[src/hw/rtl/psd_pkg.sv]
// ----------------------------------------------------------------------------
// psd_pkg
// Types and constants of the partial shuffle draw unit.
// ----------------------------------------------------------------------------
package psd_pkg;

   localparam int POOL_SIZE_DEFAULT = 42;
   localparam int CNT_W             = 6;
   localparam int RND_W             = 31;

   localparam logic [CNT_W-1:0] DRAW_COUNT_RESET = 6'd7;

   localparam logic ACT_NEXT  = 1'b0;
   localparam logic ACT_START = 1'b1;

   typedef struct packed {
      logic             action;
      logic [RND_W-1:0] random_word;
   } req_type;

   typedef struct packed {
      logic [CNT_W-1:0] number;
      logic [CNT_W-1:0] draw_position;
      logic             last;
      logic             error;
   } rsp_type;

endpackage

[src/hw/rtl/partial_shuffle_draw_unit.sv]
// ----------------------------------------------------------------------------
// partial_shuffle_draw_unit
// Draws numbers 1..POOL_SIZE without replacement by a partial Fisher-Yates
// shuffle held in a pool RAM with per-entry written marks.
// ----------------------------------------------------------------------------
//   channel | ports                          | direction
//   request | req_valid req_stall req_data   | in
//   result  | rsp_valid rsp_stall rsp_data   | out
//   csr     | csr_valid csr_ready csr_data   | in (draw_count)
//
// A draw result passes the bit-serial modulo unit, one handoff, two RAM
// reads, two RAM writes and one result load. An error result goes to ST_DONE
// and is loaded from there into the result register. One request is in
// flight at a time; the next is taken the cycle after the result is loaded.
// Reset is synchronous; it clears the written marks at once, no clearing pass.
// rsp_stall only delays the return to idle while a result waits.
// ----------------------------------------------------------------------------
module partial_shuffle_draw_unit #(
   parameter int POOL_SIZE = psd_pkg::POOL_SIZE_DEFAULT
) (
   input  logic                       clock,
   input  logic                       reset,
   input  logic                       req_valid,
   output logic                       req_stall,
   input  psd_pkg::req_type           req_data,
   output logic                       rsp_valid,
   input  logic                       rsp_stall,
   output psd_pkg::rsp_type           rsp_data,
   input  logic                       csr_valid,
   output logic                       csr_ready,
   input  logic [psd_pkg::CNT_W-1:0]  csr_data
);

   localparam int CNT_W    = psd_pkg::CNT_W;
   localparam int IDX_W    = $clog2(POOL_SIZE);
   localparam int VAL_W    = $clog2(POOL_SIZE + 1);
   localparam int CNT_MAX  = 2**CNT_W - 1;
   localparam int POOL_CAP = (POOL_SIZE > CNT_MAX) ? CNT_MAX : POOL_SIZE;

   typedef enum logic [2:0] {
      ST_IDLE,
      ST_DIV,
      ST_RD_I,
      ST_RD_J,
      ST_WR_I,
      ST_WR_J,
      ST_DONE
   } state_type;

   state_type            state_ff;
   logic                 open_ff;
   logic [CNT_W-1:0]     draws_ff;
   logic [CNT_W-1:0]     draw_count_ff;
   logic [POOL_SIZE-1:0] written_ff;
   logic [CNT_W-1:0]     i_ff;
   logic [IDX_W-1:0]     j_ff;
   logic [VAL_W-1:0]     vi_ff;
   psd_pkg::rsp_type     res_ff;
   logic                 rsp_valid_ff;
   psd_pkg::rsp_type     rsp_data_ff;

   logic [CNT_W-1:0] limit;
   logic             open_eff;
   logic [CNT_W-1:0] draws_eff;
   logic [CNT_W-1:0] draws_next;
   logic             draw_err;
   logic [IDX_W-1:0] i_idx;
   logic [VAL_W-1:0] vj;
   logic             mod_start;
   logic             mod_done;
   logic [VAL_W-1:0] mod_rem;
   logic             rsp_load;
   logic             ram_wr_en;
   logic [IDX_W-1:0] ram_wr_addr;
   logic [VAL_W-1:0] ram_wr_data;
   logic [IDX_W-1:0] ram_rd_addr;
   logic [VAL_W-1:0] ram_rd_data;

   always_comb begin
      limit      = (draw_count_ff > CNT_W'(POOL_CAP)) ? CNT_W'(POOL_CAP) : draw_count_ff;
      open_eff   = (req_data.action == psd_pkg::ACT_START) || open_ff;
      draws_eff  = (req_data.action == psd_pkg::ACT_START) ? '0 : draws_ff;
      draws_next = draws_eff + CNT_W'(1);
      draw_err   = !open_eff || (draws_eff >= limit);
      i_idx      = IDX_W'(i_ff);
      vj         = written_ff[j_ff] ? ram_rd_data : VAL_W'(j_ff) + VAL_W'(1);
   end

   assign req_stall = reset || (state_ff != ST_IDLE);
   assign csr_ready = 1'b1;
   assign mod_start = (state_ff == ST_IDLE) && req_valid && !reset && !draw_err;
   assign rsp_load  = (state_ff == ST_DONE) && (!rsp_valid_ff || !rsp_stall);

   assign ram_wr_en   = (state_ff == ST_WR_I) || (state_ff == ST_WR_J);
   assign ram_wr_addr = (state_ff == ST_WR_I) ? i_idx : j_ff;
   assign ram_wr_data = (state_ff == ST_WR_I) ? vj : vi_ff;
   assign ram_rd_addr = (state_ff == ST_RD_I) ? i_idx : j_ff;

   psd_mod_unit #(
      .DIV_W (VAL_W)
   ) u_mod (
      .clock     (clock),
      .reset     (reset),
      .start     (mod_start),
      .dividend  (req_data.random_word),
      .divisor   (VAL_W'(POOL_SIZE) - VAL_W'(draws_eff)),
      .done      (mod_done),
      .remainder (mod_rem)
   );

   psd_ram #(
      .WIDTH (VAL_W),
      .DEPTH (POOL_SIZE)
   ) u_pool (
      .clock   (clock),
      .wr_en   (ram_wr_en),
      .wr_addr (ram_wr_addr),
      .wr_data (ram_wr_data),
      .rd_addr (ram_rd_addr),
      .rd_data (ram_rd_data)
   );

   always_ff @(posedge clock) begin
      if (reset) begin
         state_ff      <= ST_IDLE;
         open_ff       <= 1'b0;
         draws_ff      <= '0;
         draw_count_ff <= psd_pkg::DRAW_COUNT_RESET;
         written_ff    <= '0;
         rsp_valid_ff  <= 1'b0;
      end else begin
         if (csr_valid) begin
            draw_count_ff <= csr_data;
         end
         if (rsp_load) begin
            rsp_valid_ff <= 1'b1;
            rsp_data_ff  <= res_ff;
         end else if (rsp_valid_ff && !rsp_stall) begin
            rsp_valid_ff <= 1'b0;
         end
         case (state_ff)
            ST_IDLE: begin
               if (req_valid) begin
                  if (req_data.action == psd_pkg::ACT_START) begin
                     written_ff <= '0;
                  end
                  i_ff <= draws_eff;
                  if (draw_err) begin
                     open_ff              <= 1'b0;
                     draws_ff             <= draws_eff;
                     res_ff.number        <= '0;
                     res_ff.draw_position <= '0;
                     res_ff.last          <= 1'b0;
                     res_ff.error         <= 1'b1;
                     state_ff             <= ST_DONE;
                  end else begin
                     open_ff              <= draws_next < limit;
                     draws_ff             <= draws_next;
                     res_ff.draw_position <= draws_eff;
                     res_ff.last          <= draws_next == limit;
                     res_ff.error         <= 1'b0;
                     state_ff             <= ST_DIV;
                  end
               end
            end
            ST_DIV: begin
               if (mod_done) begin
                  j_ff     <= i_idx + IDX_W'(mod_rem);
                  state_ff <= ST_RD_I;
               end
            end
            ST_RD_I: begin
               state_ff <= ST_RD_J;
            end
            ST_RD_J: begin
               vi_ff    <= written_ff[i_idx] ? ram_rd_data : VAL_W'(i_idx) + VAL_W'(1);
               state_ff <= ST_WR_I;
            end
            ST_WR_I: begin
               res_ff.number     <= CNT_W'(vj);
               written_ff[i_idx] <= 1'b1;
               state_ff          <= ST_WR_J;
            end
            ST_WR_J: begin
               written_ff[j_ff] <= 1'b1;
               state_ff         <= ST_DONE;
            end
            ST_DONE: begin
               if (rsp_load) begin
                  state_ff <= ST_IDLE;
               end
            end
            default: begin
               state_ff <= ST_IDLE;
            end
         endcase
      end
   end

   assign rsp_valid = rsp_valid_ff;
   assign rsp_data  = rsp_data_ff;

endmodule

[src/hw/rtl/psd_ram.sv]
// ----------------------------------------------------------------------------
// psd_ram
// Generic single-write, single-read RAM with registered read data.
// ----------------------------------------------------------------------------
module psd_ram #(
   parameter int  WIDTH  = 8,
   parameter int  DEPTH  = 16,
   localparam int ADDR_W = (DEPTH > 1) ? $clog2(DEPTH) : 1
) (
   input  logic              clock,
   input  logic              wr_en,
   input  logic [ADDR_W-1:0] wr_addr,
   input  logic [WIDTH-1:0]  wr_data,
   input  logic [ADDR_W-1:0] rd_addr,
   output logic [WIDTH-1:0]  rd_data
);

   logic [WIDTH-1:0] mem_ff [DEPTH];
   logic [WIDTH-1:0] rd_data_ff;

   always_ff @(posedge clock) begin
      if (wr_en) begin
         mem_ff[wr_addr] <= wr_data;
      end
      rd_data_ff <= mem_ff[rd_addr];
   end

   assign rd_data = rd_data_ff;

endmodule

[src/hw/rtl/psd_mod_unit.sv]
// ----------------------------------------------------------------------------
// psd_mod_unit
// Bit-serial restoring remainder: dividend mod divisor, one bit per cycle.
// ----------------------------------------------------------------------------
module psd_mod_unit #(
   parameter int DIV_W = 6
) (
   input  logic                       clock,
   input  logic                       reset,
   input  logic                       start,
   input  logic [psd_pkg::RND_W-1:0]  dividend,
   input  logic [DIV_W-1:0]           divisor,
   output logic                       done,
   output logic [DIV_W-1:0]           remainder
);

   localparam int STEP_W = $clog2(psd_pkg::RND_W);
   localparam logic [STEP_W-1:0] LAST_STEP = STEP_W'(psd_pkg::RND_W - 1);

   logic [psd_pkg::RND_W-1:0] shift_ff, shift_in;
   logic [DIV_W-1:0]          rem_ff, rem_in;
   logic [DIV_W-1:0]          div_ff, div_in;
   logic [STEP_W-1:0]         step_ff, step_in;
   logic                      busy_ff, busy_in;
   logic                      done_ff, done_in;
   logic [DIV_W:0]            trial;
   logic [DIV_W:0]            diff;

   always_comb begin
      trial    = {rem_ff, shift_ff[psd_pkg::RND_W-1]};
      diff     = trial - {1'b0, div_ff};
      shift_in = shift_ff;
      rem_in   = rem_ff;
      div_in   = div_ff;
      step_in  = step_ff;
      busy_in  = busy_ff;
      done_in  = 1'b0;
      if (start) begin
         shift_in = dividend;
         rem_in   = '0;
         div_in   = divisor;
         step_in  = '0;
         busy_in  = 1'b1;
      end else if (busy_ff) begin
         shift_in = {shift_ff[psd_pkg::RND_W-2:0], 1'b0};
         rem_in   = (trial >= {1'b0, div_ff}) ? diff[DIV_W-1:0] : trial[DIV_W-1:0];
         step_in  = step_ff + STEP_W'(1);
         if (step_ff == LAST_STEP) begin
            busy_in = 1'b0;
            done_in = 1'b1;
         end
      end
   end

   always_ff @(posedge clock) begin
      if (reset) begin
         busy_ff <= 1'b0;
         done_ff <= 1'b0;
         step_ff <= '0;
      end else begin
         busy_ff <= busy_in;
         done_ff <= done_in;
         step_ff <= step_in;
      end
      shift_ff <= shift_in;
      rem_ff   <= rem_in;
      div_ff   <= div_in;
   end

   assign done      = done_ff;
   assign remainder = rem_ff;

endmodule

[config.mk]
export PLATFORM = sky130hd
export DESIGN_NAME = partial_shuffle_draw_unit
export DESIGN_NICKNAME = d
export VERILOG_FILES = /design/src/hw/rtl/psd_pkg.sv /design/src/hw/rtl/partial_shuffle_draw_unit.sv /design/src/hw/rtl/psd_ram.sv /design/src/hw/rtl/psd_mod_unit.sv
export SDC_FILE = /design/constraint.sdc
export NUM_CORES = 1
export LEC_CHECK = 0
export ABC_AREA = 1
export BUFFER_PORTS_ARGS = -buffer_cell sky130_fd_sc_hd__buf_2
export CAP_MARGIN = 40
export CORE_MARGIN = 3
export CORE_UTILIZATION = 30
export DETAILED_ROUTE_END_ITERATION = 10
export GPL_ROUTABILITY_DRIVEN = 0
export HOLD_SLACK_MARGIN = 0.02
export PLACE_DENSITY_LB_ADDON = 0.05
export RECOVER_POWER = 25
export SKIP_LAST_GASP = 1
export SLEW_MARGIN = 20
export SYNTH_ARGS = -nofsm -noshare
export SYNTH_HDL_FRONTEND = slang
export SYNTH_HIERARCHICAL = 1
export SYNTH_SLANG_ARGS = --single-unit
[constraint.sdc]
create_clock -name clock -period 4.4 [get_ports clock]
set_input_delay 0.88 -clock clock [delete_from_list [all_inputs] [get_ports clock]]
set_output_delay 0.88 -clock clock [all_outputs]
set_load 0.005 [all_outputs]
==> out/metrics.yaml <==
floorplanning:
  rows: 92
  die_y_um: 261
  die_w_um: 261
  die_area_um2: 68000
  initial_core_util_pct: 30.6
  ios: 60
  core_area_um2: 63700
setup_path:
  r2r_slack_ns: 0.74
  cp.arrival_ns: 3.97
  path_max_fanout: 19
  crit_required_ns: 4.71
  critPathLaunchType: "flip-flop"
  r2r_end: "u_pool/mem_ff[37][5]$_DFFE_PP_"
  critPathKind: "reg2reg"
  endpoint_kind: "flip-flop"
  r2r-start: "j_ff[1]$_DFFE_PP_"
  r2r_cells: 11
grt:
  antenna_found_initial: 0
  groute.usage.overall_pct: 17.2
  grt_max_degree: 133
  grt_overflow: 0
  grt_pass1_vias: 14200
  grt_first_pass_wirelength_mm: 89.4
worst_hold_path:
  min_path_cells: 0
  hold_end: "rsp_data[6]$_DFFE_PP_"
  worstHoldPathType: "reg2reg"
  min_from: "res_ff[6]$_SDFFCE_PP0P_"
timing:
  final_max_slew_viol_count: 11
  hold_viol: 0
  worst_pin_slew_ns: 1.92
  finalSetupViolCount: 0
  min_period_ns: 3.66
  setup_ws_ns: 0.741
  finalCritPeriodShare_pct: 83.2
  timing.fmax_ghz: 0.273
  slew_headroom_pct: -29.4
  rsz0062_at_grt: "false"
  fin_skew_ns: 0.0107
  totalNegativeSetupSlack_ns: 0
clocking:
  cts_tree: "done"
  post-cts-setup-buffers: 0
  clockBufferDepth: 3
  root_buffer: "clkbuf_16"
  post_cts_resized: 0
  cts_max_level: 2
  ctsHoldBuffers: 0
  cts_sinks: 413
  clkTransAtPathRegs_ns: 0.06
  clock_latency_ns: 0.58
  cts-buffers-inserted: 48
placed_design:
  pre_cts_ws_ns: 0.797
  portBuffers: 58
  dp_hpwl_mm: 38.2
synthesis:
  ys_warn_count: 6
  synth_top_cell_by_area: "edfxtp_1"
  yosysTopAreaCellShare_pct: 51.7
  synth_seq_area_share_pct: 59.7
  synth_nets: 2131
  synth.cell_area_um2: 19500
  synthTopCellsByArea: "edfxtp_1 (52%), nand2_1 (12%), dfxtp_1 (8.0%)"
  syn_avg_cell_area_um2: 9.47
  synthArstFlopShare_pct: 0
  syn_inst: 2057
  synth_edf_count: 335
  synth_cell_types: 52
  synth-main-ff-cell: "edfxtp_1"
  ys_seq_elements: 413
job:
  cap_violations: 1
pwr:
  fin_total_pwr_mw: 12.4
  p_leak_nw: 8.55
  irDropWorstVdd_mv: 0.320
  powerDensity_nw_per_um2: 560
layout:
  drive_gt1_share_pct: 9.50
  antenna_cells: 0
  fill_cells: 6490
  syn_to_final_growth_pct: 14.1
  fin_util_pct: 34.9
  nets: 2183
run_status:
  status: "finished, violations left"
  violations: "max-capacitance violations, max-slew violations"
routing:
  drt-total-wl_mm: 58.1
  wl_per_cell_um: 19.4
  detail-route-antenna-nets: 0
  drt_iter0_drc: 1052
  vias: 14500
  drc_errors: 0
  vias_per_cell: 4.85
  firstDrtPassIters: 5
==> flip-flops by register name, summed over array words and instances (netlist names), 14 cells and up <==
name and count:
res_ff 14, written_ff 42, rsp_data 14, u_pool/mem_ff 252
u_mod/shift_ff 31
==> power by group <==
group          internal [mW]  total (mW)  switching [mW]
clock                   2.42        4.05            1.62
sequential              4.78        4.95           0.168
combinational          0.920        3.43            2.51
total                   8.12        12.4            4.31
==> how the worst max path moves through the flow <==
stage	startpoint	slack [ns]	endpoint	depth (start not counted)
after floorplan	req_data[31]	0.21	u_mod/shift_ff[0]$_SDFFCE_PN0P_	14
after global placement	req_data[31]	0.82	u_mod/shift_ff[27]$_DFFE_PP_	15
after detailed placement	req_data[31]	0.80	res_ff[8]$_DFFE_PP_	10
after CTS	j_ff[1]$_DFFE_PP_	1.13	u_pool/mem_ff[34][2]$_DFFE_PP_	6
after global routing	req_data[31]	0.46	res_ff[9]$_DFFE_PP_	14
final	j_ff[1]$_DFFE_PP_	0.74	u_pool/mem_ff[37][5]$_DFFE_PP_	11
==> cell families after synthesis <==
| logic type | synth area share [%] |
|---|---|
| AO/OA/AOI/OAI | 6.38 |
| XOR/XNOR | 0.990 |
| adder cells (fa/ha/maj) | 2.07 |
| buffers and inverters | 6.46 |
| flip-flops | 59.7 |
| other | 0.0193 |
| AND/OR/NAND/NOR | 24.4 |
==> per-stage QoR <==
step,std cells,hold slack (ns),area (um^2)
2_1_floorplan,2057,0.400,19500
3_3_place_gp,2899,0.410,20600
3_5_place_dp,2904,0.408,20700
4_1_cts,2993,0.423,22300
5_1_grt,2994,0.438,22200
6_report,2994,0.422,22200
==> placed cells by master (no fill, tap or decap), types with 4 or more instances in the layout <==
| cell | n |
|---|---|
| o22ai_1 | 4 |
| nand3_1 | 234 |
| o21ai_0 | 71 |
| clkbuf_1 | 33 |
| ha_1 | 29 |
| edfxtp_1 | 335 |
| nand2_2 | 7 |
| a31oi_1 | 30 |
| xor2_1 | 19 |
| a21oi_1 | 64 |
| nor3_1 | 22 |
| dfxtp_1 | 78 |
| clkinv_2 | 8 |
| inv_2 | 11 |
| nand2_1 | 603 |
| o31ai_1 | 6 |
| nand3_2 | 5 |
| buf_4 | 25 |
| o21ai_1 | 15 |
| buf_2 | 45 |
| clkbuf_8 | 9 |
| o211ai_1 | 19 |
| nor3_2 | 6 |
| buf_12 | 4 |
| nor4_1 | 9 |
| nor2_4 | 4 |
| nand4_1 | 39 |
| inv_1 | 166 |
| nor2_2 | 6 |
| nor2_1 | 146 |
| clkbuf_16 | 50 |
==> synthesized netlist by cell type, types with 14 or more instances <==
master and count:
inv_2 14, nand2_1 608, inv_1 163, ha_1 29, dfxtp_1 78, edfxtp_1 335
o21ai_1 20, nand3_1 229, a31oi_1 30, a21oi_1 64, nand4_1 39, o21ai_0 68
nor3_1 24, o211ai_1 19, buf_4 14, xor2_1 19, buf_2 36, nor2_1 144
clkbuf_1 25
==> layer usage <==
metal | global-route usage, % | share of wire, %
met5 | 0 | 0
met1 | 25.3 | 50
met3 | 2.85 | 4.2
met4 | 3.81 | 1.7
met2 | 26.4 | 45
==> area by class of cell <==
class	count	area, um^2	area share [%]
multi-input combinational	1368	6600	29.7
clock buffer	73	1430	6.44
inverter	180	686	3.09
timing repair buffer	98	641	2.88
sequential	413	11600	52.3
clock inverter	16	173	0.777
tap	846	1060	4.77
==> worst max-delay path, cell delays in order, from the launching register on <==
cell	delay (ns)
edfxtp_1	0.61
inv_1	0.35
nor2_1	0.19
nand3_1	0.11
nand2_1	0.06
o21ai_0	0.34
nand2_1	0.14
nor2_1	0.50
nand3_1	0.20
nand3_1	0.19
nand2_2	0.33
buf_4	0.34
(Power assumes the default switching activity.)
